[src/hdl/list_insert_delete_dump_defines.svh]
// Assertion macros shared by the list insert/delete/dump block.
`ifndef LIST_INSERT_DELETE_DUMP_DEFINES_SVH
`define LIST_INSERT_DELETE_DUMP_DEFINES_SVH

// Same-cycle implication, checked on every rising clock edge outside reset.
`define LID_ASSERT_IMP(lbl, ante, cons, msg) \
    lbl: assert property (@(posedge clk) disable iff (!rst_n) (ante) |-> (cons)) \
        else $error(msg);

// Next-cycle implication, checked on every rising clock edge outside reset.
`define LID_ASSERT_NXT(lbl, ante, cons, msg) \
    lbl: assert property (@(posedge clk) disable iff (!rst_n) (ante) |=> (cons)) \
        else $error(msg);

`endif

[src/hdl/lid_pkg.sv]
// Types and constants shared by the list insert/delete/dump block.
`timescale 1ns / 1ps

package lid_pkg;

    localparam int DATA_W = 32;
    localparam int CMD_W  = 2;
    localparam int OUSER_W = 2;

    typedef enum logic [CMD_W-1:0] {
        CMD_INS_FRONT = 2'd0,
        CMD_INS_BACK  = 2'd1,
        CMD_DELETE    = 2'd2,
        CMD_IGNORE    = 2'd3
    } cmd_t;

    typedef enum logic [1:0] {
        ST_IDLE   = 2'd0,
        ST_UPDATE = 2'd1,
        ST_DUMP   = 2'd2
    } state_t;

    typedef struct packed {
        logic load;
        logic update;
        logic dump;
    } ctrl_cmd_t;

    typedef struct packed {
        logic dump_finished;
    } dp_status_t;

    typedef struct packed {
        logic              dropped;
        logic              is_empty;
        logic              last;
        logic [DATA_W-1:0] element;
    } out_item_t;

endpackage

[src/hdl/lid_ctrl.sv]
// Controller state machine: sequences accept, list update and dump.
`timescale 1ns / 1ps

module lid_ctrl (
    input  logic                 clk,
    input  logic                 rst_n,
    input  logic                 s_tvalid,
    input  lid_pkg::cmd_t        cmd,
    output logic                 s_tready,
    input  lid_pkg::dp_status_t  status,
    output lid_pkg::ctrl_cmd_t   ctrl
);

    lid_pkg::state_t state_reg;
    lid_pkg::state_t state_next;
    logic            take;

    assign take = s_tvalid && s_tready && (cmd != lid_pkg::CMD_IGNORE);

    always_ff @(posedge clk or negedge rst_n)
    begin
        if (!rst_n)
        begin
            state_reg <= lid_pkg::ST_IDLE;
        end
        else
        begin
            state_reg <= state_next;
        end
    end

    always_comb
    begin
        state_next = state_reg;
        case (state_reg)
            lid_pkg::ST_IDLE:
            begin
                if (take)
                begin
                    state_next = lid_pkg::ST_UPDATE;
                end
            end
            lid_pkg::ST_UPDATE:
            begin
                state_next = lid_pkg::ST_DUMP;
            end
            lid_pkg::ST_DUMP:
            begin
                if (status.dump_finished)
                begin
                    state_next = lid_pkg::ST_IDLE;
                end
            end
            default:
            begin
                state_next = lid_pkg::ST_IDLE;
            end
        endcase
    end

    always_comb
    begin
        s_tready    = 1'b0;
        ctrl.load   = 1'b0;
        ctrl.update = 1'b0;
        ctrl.dump   = 1'b0;
        case (state_reg)
            lid_pkg::ST_IDLE:
            begin
                s_tready  = 1'b1;
                ctrl.load = take;
            end
            lid_pkg::ST_UPDATE:
            begin
                ctrl.update = 1'b1;
            end
            lid_pkg::ST_DUMP:
            begin
                ctrl.dump = 1'b1;
            end
            default:
            begin
                s_tready = 1'b0;
            end
        endcase
    end

endmodule

[src/hdl/lid_ofifo.sv]
// Two-entry output queue that decouples the dump from the result receiver.
`timescale 1ns / 1ps

module lid_ofifo (
    input  logic                clk,
    input  logic                rst_n,
    input  logic                push,
    input  lid_pkg::out_item_t  push_item,
    input  logic                ready,
    output logic                valid,
    output lid_pkg::out_item_t  item,
    output logic [1:0]          occ
);

    lid_pkg::out_item_t slot_reg [2];
    logic               wr_ptr_reg;
    logic               rd_ptr_reg;
    logic [1:0]         occ_reg;
    logic [1:0]         occ_next;
    logic               pop;

    assign valid = (occ_reg != 2'd0);
    assign item  = slot_reg[rd_ptr_reg];
    assign occ   = occ_reg;
    assign pop   = valid && ready;

    always_comb
    begin
        occ_next = occ_reg;
        if (push && !pop)
        begin
            occ_next = occ_reg + 2'd1;
        end
        else if (pop && !push)
        begin
            occ_next = occ_reg - 2'd1;
        end
    end

    always_ff @(posedge clk or negedge rst_n)
    begin
        if (!rst_n)
        begin
            wr_ptr_reg <= 1'b0;
            rd_ptr_reg <= 1'b0;
            occ_reg    <= 2'd0;
        end
        else
        begin
            occ_reg <= occ_next;
            if (push)
            begin
                wr_ptr_reg <= !wr_ptr_reg;
            end
            if (pop)
            begin
                rd_ptr_reg <= !rd_ptr_reg;
            end
        end
    end

    always_ff @(posedge clk)
    begin
        if (push)
        begin
            slot_reg[wr_ptr_reg] <= push_item;
        end
    end

endmodule

[src/hdl/lid_dp.sv]
// Datapath: circular element store, list bookkeeping and the dump sequencer.
`timescale 1ns / 1ps
`include "list_insert_delete_dump_defines.svh"

module lid_dp #(
    parameter int CAPACITY = 32
) (
    input  logic                             clk,
    input  logic                             rst_n,
    input  lid_pkg::ctrl_cmd_t               ctrl,
    input  lid_pkg::cmd_t                    cmd,
    input  logic [lid_pkg::DATA_W-1:0]       operand,
    input  logic [1:0]                       fifo_occ,
    input  logic                             fifo_pop,
    output logic                             fifo_push,
    output lid_pkg::out_item_t               fifo_item,
    output lid_pkg::dp_status_t              status
);

    localparam int IDX_W = (CAPACITY > 1) ? $clog2(CAPACITY) : 1;
    localparam int CNT_W = $clog2(CAPACITY + 1);
    localparam logic [IDX_W:0]   CAP_I = (IDX_W + 1)'(CAPACITY);
    localparam logic [CNT_W-1:0] CAP_C = CNT_W'(CAPACITY);
    localparam logic [IDX_W-1:0] TOP_I = IDX_W'(CAPACITY - 1);

    logic [lid_pkg::DATA_W-1:0] mem [CAPACITY];

    lid_pkg::cmd_t              cmd_reg;
    logic [lid_pkg::DATA_W-1:0] opnd_reg;
    logic [CNT_W-1:0]           count_reg;
    logic [CNT_W-1:0]           count_next;
    logic [IDX_W-1:0]           head_reg;
    logic [IDX_W-1:0]           head_next;
    logic                       drop_reg;
    logic                       drop_next;
    logic                       del_act_reg;
    logic                       del_act_next;
    logic [CNT_W-1:0]           del_pos_reg;
    logic [CNT_W-1:0]           del_pos_next;
    logic [CNT_W-1:0]           idx_reg;
    logic                       infl_reg;
    logic                       infl_last_reg;
    logic                       infl_empty_reg;
    logic                       infl_wen_reg;
    logic [IDX_W-1:0]           infl_waddr_reg;
    logic [lid_pkg::DATA_W-1:0] rdata_reg;

    logic                       upd_wen;
    logic [IDX_W-1:0]           upd_waddr;
    logic                       wen;
    logic [IDX_W-1:0]           waddr;
    logic [lid_pkg::DATA_W-1:0] wdata;
    logic [CNT_W-1:0]           total;
    logic                       done;
    logic [2:0]                 pending;
    logic                       issue;
    logic                       shift;
    logic [CNT_W-1:0]           src;
    logic [IDX_W-1:0]           rd_addr;
    logic                       is_full;
    logic                       del_ok;

    function automatic logic [IDX_W-1:0] wrap(input logic [IDX_W-1:0] a,
                                              input logic [IDX_W-1:0] b);
        logic [IDX_W:0] s;
        s = {1'b0, a} + {1'b0, b};
        if (s >= CAP_I)
        begin
            s = s - CAP_I;
        end
        return s[IDX_W-1:0];
    endfunction

    // List update: an insert writes one word and moves the head or tail;
    // a delete only records the position and shrinks the count, the dump closes the gap.
    assign is_full = (count_reg == CAP_C);
    assign del_ok  = !opnd_reg[lid_pkg::DATA_W-1]
                     && (opnd_reg[lid_pkg::DATA_W-2:0] < (lid_pkg::DATA_W-1)'(count_reg));

    always_comb
    begin
        count_next   = count_reg;
        head_next    = head_reg;
        drop_next    = drop_reg;
        del_act_next = del_act_reg;
        del_pos_next = del_pos_reg;
        upd_wen      = 1'b0;
        upd_waddr    = head_reg;
        if (ctrl.load)
        begin
            drop_next    = 1'b0;
            del_act_next = 1'b0;
        end
        else if (ctrl.update)
        begin
            case (cmd_reg)
                lid_pkg::CMD_INS_FRONT:
                begin
                    if (is_full)
                    begin
                        drop_next = 1'b1;
                    end
                    else
                    begin
                        head_next  = (head_reg == '0) ? TOP_I : head_reg - IDX_W'(1);
                        upd_wen    = 1'b1;
                        upd_waddr  = head_next;
                        count_next = count_reg + CNT_W'(1);
                    end
                end
                lid_pkg::CMD_INS_BACK:
                begin
                    if (is_full)
                    begin
                        drop_next = 1'b1;
                    end
                    else
                    begin
                        upd_wen    = 1'b1;
                        upd_waddr  = wrap(head_reg, count_reg[IDX_W-1:0]);
                        count_next = count_reg + CNT_W'(1);
                    end
                end
                lid_pkg::CMD_DELETE:
                begin
                    if (del_ok)
                    begin
                        count_next   = count_reg - CNT_W'(1);
                        del_act_next = 1'b1;
                        del_pos_next = opnd_reg[CNT_W-1:0];
                    end
                end
                default:
                begin
                    count_next = count_reg;
                end
            endcase
        end
    end

    // Dump: one read per cycle while the output queue has room; elements at
    // or past a deleted position are read one place further on and written
    // back one place lower.
    assign total   = (count_reg == '0) ? CNT_W'(1) : count_reg;
    assign done    = (idx_reg == total);
    assign pending = {1'b0, fifo_occ} + {2'b00, infl_reg} - {2'b00, fifo_pop};
    assign issue   = ctrl.dump && !done && (pending < 3'd2);
    assign shift   = del_act_reg && (idx_reg >= del_pos_reg);
    assign src     = idx_reg + {{(CNT_W-1){1'b0}}, shift};
    assign rd_addr = wrap(head_reg, src[IDX_W-1:0]);

    assign status.dump_finished = done && !infl_reg;

    assign fifo_push          = infl_reg;
    assign fifo_item.element  = infl_empty_reg ? '0 : rdata_reg;
    assign fifo_item.is_empty = infl_empty_reg;
    assign fifo_item.last     = infl_last_reg;
    assign fifo_item.dropped  = drop_reg;

    assign wen   = upd_wen || (infl_reg && infl_wen_reg);
    assign waddr = upd_wen ? upd_waddr : infl_waddr_reg;
    assign wdata = upd_wen ? opnd_reg : rdata_reg;

    always_ff @(posedge clk or negedge rst_n)
    begin
        if (!rst_n)
        begin
            count_reg   <= '0;
            head_reg    <= '0;
            drop_reg    <= 1'b0;
            del_act_reg <= 1'b0;
            del_pos_reg <= '0;
            idx_reg     <= '0;
            infl_reg    <= 1'b0;
        end
        else
        begin
            count_reg   <= count_next;
            head_reg    <= head_next;
            drop_reg    <= drop_next;
            del_act_reg <= del_act_next;
            del_pos_reg <= del_pos_next;
            infl_reg    <= issue;
            if (ctrl.update)
            begin
                idx_reg <= '0;
            end
            else if (issue)
            begin
                idx_reg <= idx_reg + CNT_W'(1);
            end
        end
    end

    always_ff @(posedge clk)
    begin
        if (ctrl.load)
        begin
            cmd_reg  <= cmd;
            opnd_reg <= operand;
        end
        if (issue)
        begin
            infl_last_reg  <= (idx_reg + CNT_W'(1) == total);
            infl_empty_reg <= (count_reg == '0);
            infl_wen_reg   <= shift;
            infl_waddr_reg <= wrap(head_reg, idx_reg[IDX_W-1:0]);
        end
    end

    always_ff @(posedge clk)
    begin
        if (issue)
        begin
            rdata_reg <= mem[rd_addr];
        end
    end

    always_ff @(posedge clk)
    begin
        if (wen)
        begin
            mem[waddr] <= wdata;
        end
    end

    `LID_ASSERT_IMP(a_count_range, 1'b1, count_reg <= CAP_C, "list count beyond capacity")
    `LID_ASSERT_IMP(a_head_range, 1'b1, {1'b0, head_reg} < CAP_I, "head index out of range")
    `LID_ASSERT_IMP(a_no_overflow, fifo_push, (fifo_occ != 2'd2) || fifo_pop,
                    "result pushed into a full output queue")
    `LID_ASSERT_NXT(a_dump_restart, ctrl.update, idx_reg == '0 && !infl_reg,
                    "dump did not restart after a list update")

endmodule

[src/hdl/list_insert_delete_dump.sv]
// Top level of the list insert/delete/dump block.
//
// Keeps an ordered list of up to CAPACITY signed 32-bit values. Commands come
// in on the s_ channel: s_tuser holds the command (insert front, insert back,
// delete at position, ignore) and s_tdata the value or the zero-based position.
// After every insert or delete the whole list goes out on the m_ channel,
// front to back, one transaction per element, with m_tlast on the final one.
// An empty list gives a single transaction flagged empty; a dropped insert
// into a full list sets the dropped flag on every transaction of its dump.
// An accepted command is registered, applied to the list in an update step,
// then dumped: the element store, which has one read port, gives one element
// per cycle while the output queue has room. An ignored command is taken
// while idle and gives no result.
// Results wait in a two-entry output queue; when the receiver stalls, the dump
// pauses with it and nothing is lost. The next command is taken once every
// read of the current dump is done, even while results still wait.
// After reset the list is empty; no clearing pass is needed.
`timescale 1ns / 1ps

module list_insert_delete_dump #(
    parameter int CAPACITY = 32
) (
    input  logic                              clk,
    input  logic                              rst_n,
    input  logic                              s_tvalid,
    output logic                              s_tready,
    input  logic [lid_pkg::DATA_W-1:0]        s_tdata,  // [31:0] operand
    input  logic [lid_pkg::CMD_W-1:0]         s_tuser,  // [1:0] cmd
    output logic                              m_tvalid,
    input  logic                              m_tready,
    output logic [lid_pkg::DATA_W-1:0]        m_tdata,  // [31:0] element
    output logic                              m_tlast,
    output logic [lid_pkg::OUSER_W-1:0]       m_tuser   // [0] is_empty, [1] dropped
);

    lid_pkg::ctrl_cmd_t  ctrl;
    lid_pkg::dp_status_t status;
    lid_pkg::cmd_t       cmd;
    lid_pkg::out_item_t  push_item;
    lid_pkg::out_item_t  out_item;
    logic                push;
    logic [1:0]          occ;
    logic                pop;

    assign cmd = lid_pkg::cmd_t'(s_tuser);
    assign pop = m_tvalid && m_tready;

    lid_ctrl u_ctrl (
        .clk      (clk),
        .rst_n    (rst_n),
        .s_tvalid (s_tvalid),
        .cmd      (cmd),
        .s_tready (s_tready),
        .status   (status),
        .ctrl     (ctrl)
    );

    lid_dp #(
        .CAPACITY (CAPACITY)
    ) u_dp (
        .clk       (clk),
        .rst_n     (rst_n),
        .ctrl      (ctrl),
        .cmd       (cmd),
        .operand   (s_tdata),
        .fifo_occ  (occ),
        .fifo_pop  (pop),
        .fifo_push (push),
        .fifo_item (push_item),
        .status    (status)
    );

    lid_ofifo u_ofifo (
        .clk       (clk),
        .rst_n     (rst_n),
        .push      (push),
        .push_item (push_item),
        .ready     (m_tready),
        .valid     (m_tvalid),
        .item      (out_item),
        .occ       (occ)
    );

    assign m_tdata = out_item.element;
    assign m_tlast = out_item.last;
    assign m_tuser = {out_item.dropped, out_item.is_empty};

endmodule

[config.mk]
export PLATFORM = sky130hd
export DESIGN_NAME = list_insert_delete_dump
export DESIGN_NICKNAME = d
export VERILOG_FILES = /design/src/hdl/lid_pkg.sv /design/src/hdl/lid_ctrl.sv /design/src/hdl/lid_ofifo.sv /design/src/hdl/lid_dp.sv /design/src/hdl/list_insert_delete_dump.sv
export VERILOG_INCLUDE_DIRS = /design/src /design/src/hdl
export SDC_FILE = /design/constraint.sdc
export NUM_CORES = 1
export LEC_CHECK = 0
export BUFFER_PORTS_ARGS = -buffer_cell sky130_fd_sc_hd__buf_4
export CORE_ASPECT_RATIO = 2
export CORE_MARGIN = 4
export CORE_UTILIZATION = 40
export CTS_CLUSTER_SIZE = 24
export DETAILED_ROUTE_END_ITERATION = 6
export RECOVER_POWER = 50
export SETUP_SLACK_MARGIN = 0.4
export SLEW_MARGIN = 40
export SYNTH_ARGS = -nofsm -noshare
export SYNTH_HDL_FRONTEND = slang
export SYNTH_SLANG_ARGS = --single-unit
[constraint.sdc]
create_clock -name clk -period 8.8 [get_ports clk]
set_clock_uncertainty 0.05 [all_clocks]
set_input_delay 1.76 -clock clk [delete_from_list [all_inputs] [get_ports clk]]
set_output_delay 1.76 -clock clk [all_outputs]
set_load 0.01 [all_outputs]
==> reports/summary.log, run 1 <==
[status] result of the run finished, violations left
[status] failing checks capacitance limit, slew limit
[die] starting utilization of the core area 40.3%
[critical_path] endpoint type of the worst setup path flop
[grt] GRT Resource Usage Total 19.3%
[yosys] fraction of the mapped netlist area in simple logic gates 6.62%
[timing] sum of negative setup slack 0 ns
[yosys] largest family of logic cells by synthesized area multiplexers
[critical_path] Worst R2R End u_dp.mem[6][16]
[yosys] mean area per synthesized cell 18.6 um^2
[hold_path] class of the tightest hold or removal check reg -> reg
[critical_path] setup slack on the worst flop-to-flop path 3.06 ns
[hold_path] source of the worst hold timing path u_ofifo.wr_ptr_reg
[cells_and_area] final design area excluding fillers 0.0534 mm^2
[die] standard cell core area 0.118 mm^2
[clock_tree] clk buf depth 3
[clock_tree] latest clock arrival within the worst-skew pair 0.69 ns
[critical_path] launch instance of the worst register-to-register path u_dp.count_reg[0]
[die] std cell rows 178
[timing] worst slew pin tran 2.33 ns
[cells_and_area] post-route core utilization 45.3%
[timing] unrepaired setup endpoints after global routing no
[hold_path] WHS Path Cells 1
[die] floorplan die area 0.124 mm^2
[grt] largest net degree at the start of global routing 129
[yosys] synth unique cells 56
[yosys] synthesized cell area 0.0474 mm^2
[die] die height 495 um
[placed_design] quantity of I/O buffers inserted on ports 74
[drt] total length of routed wires 120 mm
[yosys] Area contributors post-synth sky130_fd_sc_hd__edfxtp_1 (74%), sky130_fd_sc_hd__mux4_2 (12%), sky130_fd_sc_hd__nand2_1 (3.2%)
[placed_design] dpl cells 4,089
[timing] Setup Viol. Count Final 0
[clock_tree] clock slew at reported path FFs 0.07 ns
[timing] Slew Limit Headroom -55.4%
[drt] post-route antenna net violation count 0
[drt] detailed-route wire length per cell 28.1 um
[timing] final hold violation count 0
[critical_path] Critical Path AT 6.01 ns
[placed_design] Detailed Place HPWL 66.2 mm
[timing] min Tclk post-route 5.74 ns
[yosys] post-synthesis share of cell area spent on xor and xnor gates 0.776%
[yosys] adder and majority cell fraction of the synthesized area 1.08%
[clock_tree] count of buffers added by post-CTS timing repair for setup 0
[power] reported leakage power 17.3 nW
[drt] DRC Markers 0
[timing] final worst setup slack 3.06 ns
[yosys] flip-flop cell with the highest count after synthesis sky130_fd_sc_hd__edfxtp_1
[yosys] proportion of synthesized chip area in sequential cells 75.6%
[cells_and_area] Post-Layout Cell Count 4,267
[clock_tree] clock tree from TritonCTS yes
[cells_and_area] fraction of final layout cells with drive strength greater than 1 22.9%
[placed_design] pre-CTS setup slack 3.40 ns
[grt] number of antenna violations at the first check in global routing 1
[cells_and_area] Area Overhead vs Synth 12.6%
[yosys] Mapped Nets 2,625
[critical_path] maximum fanout along the worst path 41
[power] Max IR drop VDD 0.621 mV
[yosys] Cells after Synth 2,549
[yosys] compound-cell area share of the yosys netlist 1.34%
[placed_design] placed inst area 0.0504 mm^2
[drt] number of search-and-repair iterations in the first detailed-routing pass 5
[die] total I/O pin count 75
[timing] share of the cycle needed by the critical path after routing 65.3%
[critical_path] worst endpoint required time 9.07 ns
[clock_tree] clock root buffer sky130_fd_sc_hd__clkbuf_16
[yosys] top-area cell type share of the netlist area 73.9%
[critical_path] startpoint type of the worst setup path flop
[drt] Vias per Instance 5.61
[power] Power Total 20.1 mW
[clock_tree] Max H-tree Level 3
[critical_path] critical path class reg -> reg
[placed_design] placer's final routability congestion estimate 0.825
[yosys] cell type with the highest aggregate area in the netlist sky130_fd_sc_hd__edfxtp_1
[hold_path] Worst Hold End u_ofifo.wr_ptr_reg
[yosys] proportion of register bits with asynchronous set or reset after synthesis 2.67%
[grt] wire length of the first global-routing pass 176 mm
[grt] GRT overflow 0
[clock_tree] CTS Sinks 1,200
[die] Die Width 251 um
[clock_tree] hold-fix buffer count after cts 0
[drt] violation count after the first detailed-routing iteration 2,042
[yosys] share of cell area taken by muxes after synthesis 13.2%
[yosys] count of flip-flops with a built-in enable after synthesis 1,168
[power] Cell Pwr Density 377 mW/mm^2
[timing] Slew Limit Fails 164
[clock_tree] number of resized instances in the post-cts repair step 0
[yosys] count of yosys warnings during synthesis 0
[clock_tree] number of buffers created by CTS 95
[critical_path] count of cells along the worst register-to-register path 8
[timing] Final Hold Slack 0.439 ns
[timing] highest attainable clock frequency 174 MHz
[cells_and_area] Largest register FFs 1,024
[grt] vias in the first global route 25.6k
[drt] number of vias after detailed routing 23.9k
[yosys] number of synthesized register bits 1,200
[flow_run] Max-cap violations 5
[cells_and_area] Nets 2,732
[layout by cell type (no fill, tap or decap), types with 19 or more instances in the layout]
| master | Yosys | final |
|---|---|---|
| sky130_fd_sc_hd__buf_4 | 0 | 73 |
| sky130_fd_sc_hd__nand2_1 | 404 | 402 |
| sky130_fd_sc_hd__clkbuf_4 | 0 | 33 |
| sky130_fd_sc_hd__nor2_1 | 54 | 22 |
| sky130_fd_sc_hd__a21oi_1 | 21 | 19 |
| sky130_fd_sc_hd__dfrtp_1 | 32 | 32 |
| sky130_fd_sc_hd__edfxtp_1 | 1168 | 1168 |
| sky130_fd_sc_hd__xnor2_1 | 26 | 23 |
| sky130_fd_sc_hd__nor2b_1 | 39 | 39 |
| sky130_fd_sc_hd__ha_1 | 33 | 32 |
| sky130_fd_sc_hd__inv_1 | 29 | 29 |
| sky130_fd_sc_hd__o21ai_0 | 31 | 32 |
| sky130_fd_sc_hd__clkbuf_1 | 85 | 21 |
| sky130_fd_sc_hd__mux4_2 | 256 | 256 |
| sky130_fd_sc_hd__nand3_1 | 169 | 169 |
| sky130_fd_sc_hd__clkbuf_16 | 0 | 97 |
| sky130_fd_sc_hd__mux2_2 | 42 | 42 |
| sky130_fd_sc_hd__nor2_4 | 0 | 32 |
[metal layers]
metal	wire length (um)	GRT usage, %
met5	0	0
met4	4260	6.67
met3	5660	2.42
met2	67800	37.2
met1	42100	21.8
[Yosys cell counts (2+ instances only)]
cell type,number
sky130_fd_sc_hd__and3_1,2
sky130_fd_sc_hd__mux2_2,42
sky130_fd_sc_hd__mux4_2,256
sky130_fd_sc_hd__ha_1,33
sky130_fd_sc_hd__xnor2_1,26
sky130_fd_sc_hd__edfxtp_1,1168
sky130_fd_sc_hd__or2_2,2
sky130_fd_sc_hd__o21ai_0,31
sky130_fd_sc_hd__a31oi_1,5
sky130_fd_sc_hd__inv_1,29
sky130_fd_sc_hd__o21ai_1,10
sky130_fd_sc_hd__a32oi_1,3
sky130_fd_sc_hd__mux2i_1,4
sky130_fd_sc_hd__nand3b_1,2
sky130_fd_sc_hd__fa_1,5
sky130_fd_sc_hd__xor2_1,16
sky130_fd_sc_hd__a21oi_1,21
sky130_fd_sc_hd__nor4_1,10
sky130_fd_sc_hd__buf_2,30
sky130_fd_sc_hd__nor2b_1,39
sky130_fd_sc_hd__nor2_1,54
sky130_fd_sc_hd__dfrtp_1,32
sky130_fd_sc_hd__nand4_1,6
sky130_fd_sc_hd__nand2_1,404
sky130_fd_sc_hd__nand2b_1,8
sky130_fd_sc_hd__a21o_1,11
sky130_fd_sc_hd__o21bai_1,2
sky130_fd_sc_hd__clkbuf_1,85
sky130_fd_sc_hd__buf_1,8
sky130_fd_sc_hd__a31oi_2,3
sky130_fd_sc_hd__nand3_1,169
sky130_fd_sc_hd__nor3_1,9
[cell type report]
type	instances	area [um^2]
clock inverters	69	652
diodes	1	2.50
inverters	29	109
repair buffers	134	1090
well taps	1530	1910
fillers	9901	64400
flip-flops and latches	1200	35900
multi-input cells	1196	11300
clock buffers	108	2470
[critical path, cell delays in order (launching register included)]
cell                      delay, ns
sky130_fd_sc_hd__dfrtp_1       0.49
sky130_fd_sc_hd__or4_1         0.66
sky130_fd_sc_hd__or3_1         0.40
sky130_fd_sc_hd__o21ai_0       0.29
sky130_fd_sc_hd__or2b_1        1.71
sky130_fd_sc_hd__a32oi_1       0.64
sky130_fd_sc_hd__buf_2         0.33
sky130_fd_sc_hd__nor2_4        0.07
sky130_fd_sc_hd__buf_4         0.64
[worst max-delay path by stage]
stage,from,end,slack [ns],depth (start not counted)
floorplan,m_tready,u_dp.idx_reg[5],3.46,11
global placement,u_dp.idx_reg[0],u_dp.rdata_reg[17],3.32,18
detailed placement,u_dp.idx_reg[0],u_dp.rdata_reg[26],3.40,20
CTS,u_dp.idx_reg[0],u_dp.rdata_reg[26],3.36,20
global route,u_dp.count_reg[0],u_dp.mem[6][12],2.83,8
finish,u_dp.count_reg[0],u_dp.mem[6][16],3.06,8
[where the power goes]
group	total, mW	switching (mW)	internal (mW)	leakage, nW
registers	7.61	0.239	7.37	11.0
clock network	4.35	2.04	2.31	1.49
logic	8.15	4.85	3.30	4.80
total	20.1	7.13	13.0	17.2
[kinds of logic after synthesis]
group | Yosys count
AO/OA/AOI/OAI | 99
XOR/XNOR | 42
adder cells (fa/ha/maj) | 38
buffers and inverters | 153
flip-flops | 1200
multiplexers | 302
AND/OR/NAND/NOR | 715
No activity file was read; power rests on OpenSTA's default activity.
==> run 2, diff against run 1 <==
- clock period: 8.8 -> 5.4 ns (I/O delays scaled with it)
==> reports/summary.log, run 2 (synthesized netlist as in run 1, its figures left out) <==
[flow_run] Max-cap violations 6 [was 5]
[clock_tree] clk buf depth 3 [unchanged]
[die] starting utilization of the core area 40.3% [unchanged]
[cells_and_area] fill cell instance count of the final layout 9,942 [was 9,901]
[timing] share of the cycle needed by the critical path after routing 91.4% [was 65.3%]
[timing] sum of negative setup slack 0 ns [unchanged]
[power] Cell Pwr Density 624 mW/mm^2 [was 377 mW/mm^2]
[clock_tree] latest clock arrival within the worst-skew pair 0.69 ns [about the same]
[drt] number of search-and-repair iterations in the first detailed-routing pass 5 [unchanged]
[status] failing checks capacitance limit, slew limit [unchanged]
[grt] number of antenna violations at the first check in global routing 3 [was 1]
[clock_tree] number of buffers created by CTS 96 [was 95]
[clock_tree] clock tree from TritonCTS yes [unchanged]
[grt] wire length of the first global-routing pass 183 mm [was 176 mm]
[clock_tree] CTS Sinks 1,200 [unchanged]
[clock_tree] number of resized instances in the post-cts repair step 0 [unchanged]
[grt] largest net degree at the start of global routing 108 [was 129]
[timing] Slew Limit Fails 168 [was 164]
[cells_and_area] Area Overhead vs Synth 13.7% [was 12.6%]
[grt] GRT overflow 0 [unchanged]
[critical_path] startpoint type of the worst setup path flop [unchanged]
[die] floorplan die area 0.124 mm^2 [unchanged]
[timing] highest attainable clock frequency 203 MHz [was 174 MHz]
[clock_tree] clock root buffer sky130_fd_sc_hd__clkbuf_16 [unchanged]
[clock_tree] hold-fix buffer count after cts 0 [unchanged]
[critical_path] maximum fanout along the worst path 43 [was 41]
[power] Max IR drop VDD 0.812 mV [was 0.621 mV]
[critical_path] slowest stage delay, CP 1.42 ns [was 1.71 ns]
[die] total I/O pin count 75 [unchanged]
[critical_path] critical path class reg -> reg [unchanged]
[placed_design] placer's final routability congestion estimate 0.850 [was 0.825]
[status] result of the run finished, violations left [unchanged]
[timing] Setup Viol. Count Final 0 [unchanged]
[placed_design] Detailed Place HPWL 71.5 mm [was 66.2 mm]
[die] standard cell core area 0.118 mm^2 [unchanged]
[critical_path] worst endpoint required time 5.70 ns [was 9.07 ns]
[grt] GRT Resource Usage Total 20.2% [was 19.3%]
[critical_path] CP dominant cell by count sky130_fd_sc_hd__buf_4
[cells_and_area] Largest register FFs 1,024 [unchanged]
[timing] min Tclk post-route 4.94 ns [was 5.74 ns]
[critical_path] Cell Chain, Critical Path or4_1 -> or3_1 -> nor3b_1 -> buf_4 -> a31oi_1 -> nor2_1 -> buf_4 [was or4_1 -> or3_1 -> o21ai_0 -> or2b_1 -> a32oi_1 -> buf_2 -> nor2_4 -> buf_4]
[die] std cell rows 178 [unchanged]
[timing] Final Hold Slack 0.418 ns [was 0.439 ns]
[placed_design] quantity of I/O buffers inserted on ports 74 [unchanged]
[die] Die Width 251 um [unchanged]
[drt] Vias per Instance 5.67 [was 5.61]
[hold_path] class of the tightest hold or removal check reg -> reg [unchanged]
[timing] worst slew pin tran 2.06 ns [was 2.33 ns]
[critical_path] slowest cell on the critical path sky130_fd_sc_hd__a31oi_1 [was sky130_fd_sc_hd__or2b_1]
[power] reported leakage power 17.5 nW [was 17.3 nW]
[critical_path] Critical Path AT 5.24 ns [was 6.01 ns]
[clock_tree] clock slew at reported path FFs 0.07 ns [about the same]
[cells_and_area] fraction of final layout cells with drive strength greater than 1 22.2% [was 22.9%]
[cells_and_area] highest-count cells in the layout ignoring fill and taps sky130_fd_sc_hd__edfxtp_1 (1,168), sky130_fd_sc_hd__nand2_1 (401), sky130_fd_sc_hd__mux4_2 (256), sky130_fd_sc_hd__nand3_1 (169), sky130_fd_sc_hd__clkbuf_16 (99) [was sky130_fd_sc_hd__edfxtp_1 (1,168), sky130_fd_sc_hd__nand2_1 (402), sky130_fd_sc_hd__mux4_2 (256), sky130_fd_sc_hd__nand3_1 (169), sky130_fd_sc_hd__clkbuf_16 (97)]
[drt] DRC Markers 0 [unchanged]
[grt] vias in the first global route 25.9k [was 25.6k]
[timing] final hold violation count 0 [unchanged]
[critical_path] endpoint type of the worst setup path flop [unchanged]
[clock_tree] Max H-tree Level 3 [unchanged]
[clock_tree] count of buffers added by post-CTS timing repair for setup 0 [unchanged]
[die] die height 495 um [unchanged]
[drt] total length of routed wires 126 mm [was 120 mm]
[cells_and_area] Nets 2,778 [was 2,732]
[drt] number of vias after detailed routing 24.4k [was 23.9k]
[timing] Slew Limit Headroom -37.6% [was -55.4%]
[drt] post-route antenna net violation count 0 [unchanged]
[cells_and_area] most frequent standard cell in the layout excluding fill and tap cells sky130_fd_sc_hd__edfxtp_1 [unchanged]
[drt] violation count after the first detailed-routing iteration 2,357 [was 2,042]
[timing] unrepaired setup endpoints after global routing no [unchanged]
[drt] detailed-route wire length per cell 29.2 um [was 28.1 um]
[run 2: changes by cell type in the layout (fill, tap and decap cells not counted), moves of 4 or more]
cell / change
sky130_fd_sc_hd__buf_12: +23
sky130_fd_sc_hd__buf_6: -4
sky130_fd_sc_hd__buf_4: -7
sky130_fd_sc_hd__clkinv_1: +5
sky130_fd_sc_hd__mux2_1: +8
sky130_fd_sc_hd__inv_6: -5
sky130_fd_sc_hd__clkbuf_1: +39
sky130_fd_sc_hd__clkinvlp_4: -7
sky130_fd_sc_hd__mux2_2: -8
[run 2: layout make-up]
type	count	area, um^2	area share, %
Sequential cell	1200	35900	66.5
Multi-Input combinational cell	1196	11200	20.9
Clock buffer	115	2540	4.71
Tap cell	1530	1910	3.55
Timing Repair Buffer	179	1610	2.98
Clock inverter	61	619	1.15
Inverter	29	109	0.202
Antenna cell	1	2.50	0.00464
[run 2: worst max-delay path: cells and delay by family (launching register included)]
family,cells,cell delay [ns]
and+or+nand+nor,4,1.75
AOI/OAI and AO/OA,1,1.42
buffers and inverters,2,0.81
DFF,1,0.51
[run 2: through the flow]
step                setup slack (ns)  power, mW  std cells  area (um^2)  utilization [%]
floorplan                      0.738       22.0       2549        47400                -
global placement               0.656       26.7       4124        50800             43.2
detailed placement             0.618       27.0       4134        51000             43.3
CTS                            0.594       34.1       4310        54200             46.0
global route                   0.259       35.4       4311        53900             45.8
finish                         0.464       33.6       4311        53900             45.8
[run 2: report_power, final]
group / switching, mW / total, mW / internal [mW]
Combinational: 8.28 / 14.0 / 5.76
Clock: 3.30 / 7.20 / 3.90
Sequential: 0.380 / 12.4 / 12.0
Total: 12.0 / 33.6 / 21.7
[run 2: final timing paths]
| path | from | endpoint | slack [ns] | depth (start not counted) |
|---|---|---|---|---|
| max in group asynchronous | rst_n | u_dp.fifo_push | 3.39 | 1 |
| min in group asynchronous | rst_n | u_dp.idx_reg[1] | 0.84 | 1 |
| min | u_dp.infl_last_reg | u_ofifo.slot_reg[1][32] | 0.42 | 0 |
| max | u_dp.count_reg[0] | u_dp.mem[28][17] | 0.46 | 7 |
| max reg2reg | u_dp.count_reg[0] | u_dp.mem[28][17] | 0.46 | 7 |
| min reg2reg | u_dp.infl_last_reg | u_ofifo.slot_reg[1][32] | 0.42 | 0 |
[run 2: metal layers]
| metal | global-route usage, % | vias up | share of wire [%] |
|---|---|---|---|
| met1 | 23.1 | 13000 | 36 |
| met5 | 0 | - | 0.0079 |
| met4 | 6.78 | 2 | 3.4 |
| li1 | - | 10300 | - |
| met3 | 2.80 | 208 | 5.3 |
| met2 | 38.5 | 882 | 56 |
==> run 3, diff against run 2 <==
--- a/config.mk
+++ b/config.mk
@@ -8,2 +8,3 @@
 export LEC_CHECK = 0
+export ABC_AREA = 1
 export BUFFER_PORTS_ARGS = -buffer_cell sky130_fd_sc_hd__buf_4
==> constraint.sdc (replaced) <==
create_clock -name clk -period 5.4 [get_ports clk]
set_clock_uncertainty 0.05 [all_clocks]
set_input_delay 0.54 -clock clk [delete_from_list [all_inputs] [get_ports clk]]
set_output_delay 0.54 -clock clk [all_outputs]
set_load 0.01 [all_outputs]
==> reports/summary.log, run 3 <==
[status] failing checks capacitance limit, slew limit [unchanged]
[cells_and_area] post-route core utilization 45.5% [was 45.8%]
[die] std cell rows 181 [was 178]
[yosys] synth unique cells 37 [was 56]
[power] Power Total 34.4 mW [was 33.6 mW]
[grt] number of antenna violations at the first check in global routing 3 [unchanged]
[timing] Setup Viol. Count Final 0 [unchanged]
[drt] total length of routed wires 142 mm [was 126 mm]
[cells_and_area] area taken by multi-input logic gates 0.0119 mm^2 [was 0.0112 mm^2]
[yosys] Mapped Nets 4,016 [was 2,625]
[clock_tree] count of buffers added by post-CTS timing repair for setup 0 [unchanged]
[cells_and_area] fill cell instance count of the final layout 10.8k [was 9,942]
[drt] number of search-and-repair iterations in the first detailed-routing pass 5 [unchanged]
[yosys] flip-flop cell with the highest count after synthesis sky130_fd_sc_hd__edfxtp_1 [unchanged]
[clock_tree] number of resized instances in the post-cts repair step 0 [unchanged]
[yosys] most repeated cell in the gate-level netlist after synthesis sky130_fd_sc_hd__edfxtp_1 [unchanged]
[cells_and_area] fraction of final layout cells with drive strength greater than 1 9.22% [was 22.2%]
[critical_path] worst endpoint required time 5.64 ns [was 5.70 ns]
[die] standard cell core area 0.122 mm^2 [was 0.118 mm^2]
[die] floorplan die area 0.129 mm^2 [was 0.124 mm^2]
[yosys] cell type with the highest aggregate area in the netlist sky130_fd_sc_hd__edfxtp_1 [unchanged]
[timing] sum of negative setup slack 0 ns [unchanged]
[timing] highest attainable clock frequency 215 MHz [was 203 MHz]
[yosys] top-area cell type share of the netlist area 71.5% [was 73.9%]
[yosys] mean area per synthesized cell 12.5 um^2 [was 18.6 um^2]
[clock_tree] clock root buffer sky130_fd_sc_hd__clkbuf_16 [unchanged]
[timing] Slew Limit Fails 237 [was 168]
[drt] detailed-route wire length per cell 25.0 um [was 29.2 um]
[critical_path] Cell Chain, Critical Path inv_1 -> nor2_4 -> nand3_4 -> nand2_1 -> clkbuf_2 -> nand2_1 -> o21ai_0 -> clkbuf_1 [was or4_1 -> or3_1 -> nor3b_1 -> buf_4 -> a31oi_1 -> nor2_1 -> buf_4]
[critical_path] Critical Path AT 4.89 ns [was 5.24 ns]
[critical_path] slowest cell on the critical path sky130_fd_sc_hd__clkbuf_2 [was sky130_fd_sc_hd__a31oi_1]
[critical_path] setup slack on the worst flop-to-flop path 0.75 ns [was 0.46 ns]
[hold_path] class of the tightest hold or removal check in -> reg [was reg -> reg]
[clock_tree] clock slew at reported path FFs 0.07 ns [about the same]
[flow_run] Max-cap violations 8 [was 6]
[grt] GRT overflow 0 [unchanged]
[yosys] count of yosys warnings during synthesis 0 [unchanged]
[power] Cell Pwr Density 620 mW/mm^2 [was 624 mW/mm^2]
[yosys] proportion of synthesized chip area in sequential cells 73.1% [was 75.6%]
[placed_design] Detailed Place HPWL 79.0 mm [was 71.5 mm]
[critical_path] CP dominant cell by count sky130_fd_sc_hd__nand2_1 [was sky130_fd_sc_hd__buf_4]
[placed_design] placed inst area 0.0521 mm^2 [was 0.0510 mm^2]
[die] die height 503 um [was 495 um]
[clock_tree] number of buffers created by CTS 99 [was 96]
[hold_path] WHS Path Cells 3 [was 0]
[status] result of the run finished, violations left [unchanged]
[grt] vias in the first global route 31.6k [was 25.9k]
[yosys] synth cell count leaders sky130_fd_sc_hd__edfxtp_1 (1,168), sky130_fd_sc_hd__nor2_1 (865), sky130_fd_sc_hd__o21ai_0 (448) [was sky130_fd_sc_hd__edfxtp_1 (1,168), sky130_fd_sc_hd__nand2_1 (404), sky130_fd_sc_hd__mux4_2 (256)]
[grt] largest net degree at the start of global routing 137 [was 108]
[critical_path] critical path class reg -> reg [unchanged]
[die] starting utilization of the core area 40.3% [about the same]
[yosys] count of flip-flops with a built-in enable after synthesis 1,168 [unchanged]
[critical_path] slowest stage delay, CP 1.16 ns [was 1.42 ns]
[clock_tree] latest clock arrival within the worst-skew pair 0.69 ns [about the same]
[cells_and_area] most frequent standard cell in the layout excluding fill and tap cells sky130_fd_sc_hd__edfxtp_1 [unchanged]
[clock_tree] clock tree from TritonCTS yes [unchanged]
[drt] DRC Markers 0 [unchanged]
[timing] Slew Limit Headroom -52.7% [was -37.6%]
[critical_path] endpoint type of the worst setup path flop [unchanged]
[yosys] Area contributors post-synth sky130_fd_sc_hd__edfxtp_1 (71%), sky130_fd_sc_hd__nor2_1 (6.6%), sky130_fd_sc_hd__o21ai_0 (4.6%) [was sky130_fd_sc_hd__edfxtp_1 (74%), sky130_fd_sc_hd__mux4_2 (12%), sky130_fd_sc_hd__nand2_1 (3.2%)]
[timing] min Tclk post-route 4.65 ns [was 4.94 ns]
[yosys] number of synthesized register bits 1,200 [unchanged]
[placed_design] quantity of I/O buffers inserted on ports 74 [unchanged]
[clock_tree] CTS Sinks 1,200 [unchanged]
[placed_design] placer's final routability congestion estimate 0.856 [was 0.850]
[timing] final hold violation count 0 [unchanged]
[yosys] proportion of register bits with asynchronous set or reset after synthesis 2.67% [unchanged]
[grt] wire length of the first global-routing pass 208 mm [was 183 mm]
[drt] number of vias after detailed routing 31.8k [was 24.4k]
[cells_and_area] Area Overhead vs Synth 13.0% [was 13.7%]
[drt] violation count after the first detailed-routing iteration 3,279 [was 2,357]
[cells_and_area] register area 0.0359 mm^2 [unchanged]
[die] Die Width 256 um [was 251 um]
[power] Max IR drop VDD 0.738 mV [was 0.812 mV]
[clock_tree] hold-fix buffer count after cts 35 [was 0]
[critical_path] startpoint type of the worst setup path flop [unchanged]
[cells_and_area] highest-count cells in the layout ignoring fill and taps sky130_fd_sc_hd__edfxtp_1 (1,168), sky130_fd_sc_hd__nor2_1 (833), sky130_fd_sc_hd__o21ai_0 (437), sky130_fd_sc_hd__nand2_1 (396), sky130_fd_sc_hd__o211ai_1 (258) [was sky130_fd_sc_hd__edfxtp_1 (1,168), sky130_fd_sc_hd__nand2_1 (401), sky130_fd_sc_hd__mux4_2 (256), sky130_fd_sc_hd__nand3_1 (169), sky130_fd_sc_hd__clkbuf_16 (99)]
[yosys] Cells after Synth 3,940 [was 2,549]
[clock_tree] clk buf depth 3 [unchanged]
[die] total I/O pin count 75 [unchanged]
[critical_path] maximum fanout along the worst path 48 [was 43]
[drt] post-route antenna net violation count 0 [unchanged]
[cells_and_area] Largest register FFs 1,024 [unchanged]
[drt] Vias per Instance 5.61 [was 5.67]
[clock_tree] Max H-tree Level 3 [unchanged]
[cells_and_area] final design area excluding fillers 0.0555 mm^2 [was 0.0539 mm^2]
[critical_path] count of cells along the worst register-to-register path 8 [was 7]
[grt] GRT Resource Usage Total 21.6% [was 20.2%]
[power] reported leakage power 18.8 nW [was 17.5 nW]
[timing] unrepaired setup endpoints after global routing no [unchanged]
[yosys] synthesized cell area 0.0491 mm^2 [was 0.0474 mm^2]
[timing] share of the cycle needed by the critical path after routing 86.2% [was 91.4%]
[timing] worst slew pin tran 2.27 ns [was 2.06 ns]
[cells_and_area] Nets 4,097 [was 2,778]
==> run 3: changes by cell type after synthesis, sizes merged, moves of 42 or more <==
| cell | delta |
|---|---|
| nor2 | +817 |
| o21ai | +516 |
| o211ai | +258 |
| mux4 | -256 |
| inv | +93 |
| buf | +89 |
| mux2 | -42 |
==> run 3: layout make-up <==
| type | instances | share of cell area [%] |
|---|---|---|
| antenna | 3 | 0.0135 |
| sequential | 1200 | 64.7 |
| clock inverter | 69 | 1.38 |
| inverter | 123 | 0.857 |
| tap | 1555 | 3.51 |
| multi-input combinational | 2376 | 21.4 |
| timing repair buffer | 221 | 3.56 |
| clock buffer | 113 | 4.60 |
==> run 3: through the flow <==
step | hold WS [ns] | instances | setup slack, ns
floorplan | 0.194 | 3940 | 1.79
global placement | 0.377 | 5438 | 0.964
detailed placement | 0.393 | 5440 | 1.02
CTS | 0.135 | 5657 | 1.01
global route | 0.171 | 5659 | 0.426
finish | 0.177 | 5660 | 0.746
==> run 3: routing by layer <==
| metal | vias to the layer above | track usage [%] | wire (um) |
|---|---|---|---|
| met5 | - | 0 | 0 |
| met4 | 0 | 10.8 | 8030 |
| met3 | 365 | 2.96 | 8740 |
| met2 | 1227 | 39.7 | 74300 |
| met1 | 15900 | 24.5 | 50500 |
| li1 | 14300 | - | - |
==> run 3: final timing paths <==
path,startpoint,to
worst max-delay path,u_dp.count_reg[5],u_dp.mem[6][14]
min in group asynchronous,rst_n,u_dp.idx_reg[3]
worst min-delay path,m_tready,u_ofifo.rd_ptr_reg
worst max register to register,u_dp.count_reg[5],u_dp.mem[6][14]
max in group asynchronous,rst_n,u_dp.count_reg[3]
worst min register to register,u_dp.infl_last_reg,u_ofifo.slot_reg[0][32]
==> run 3: cell families after synthesis <==
family	after synthesis	share of synthesized area (%)
simple gates	1467	11.9
flops	1200	73.1
compound gates	837	9.87
xor+xnor	34	0.638
fa+ha+maj	38	1.05
buf+inv	364	3.38
==> run 3: worst max-delay path, delay by kind of cell, from the launching register on <==
kind | cells | cell delay (ns)
buffers and inverters | 3 | 2.50
flip-flops | 1 | 0.46
AND/OR/NAND/NOR | 4 | 1.04
AO/OA/AOI/OAI | 1 | 0.12
==> run 3: power by group <==
group | switching, mW | leakage, nW | internal (mW) | total (mW)
clock network | 3.31 | 1.61 | 4.17 | 7.47
registers | 0.332 | 11.0 | 11.9 | 12.2
logic | 10.4 | 6.19 | 4.34 | 14.7
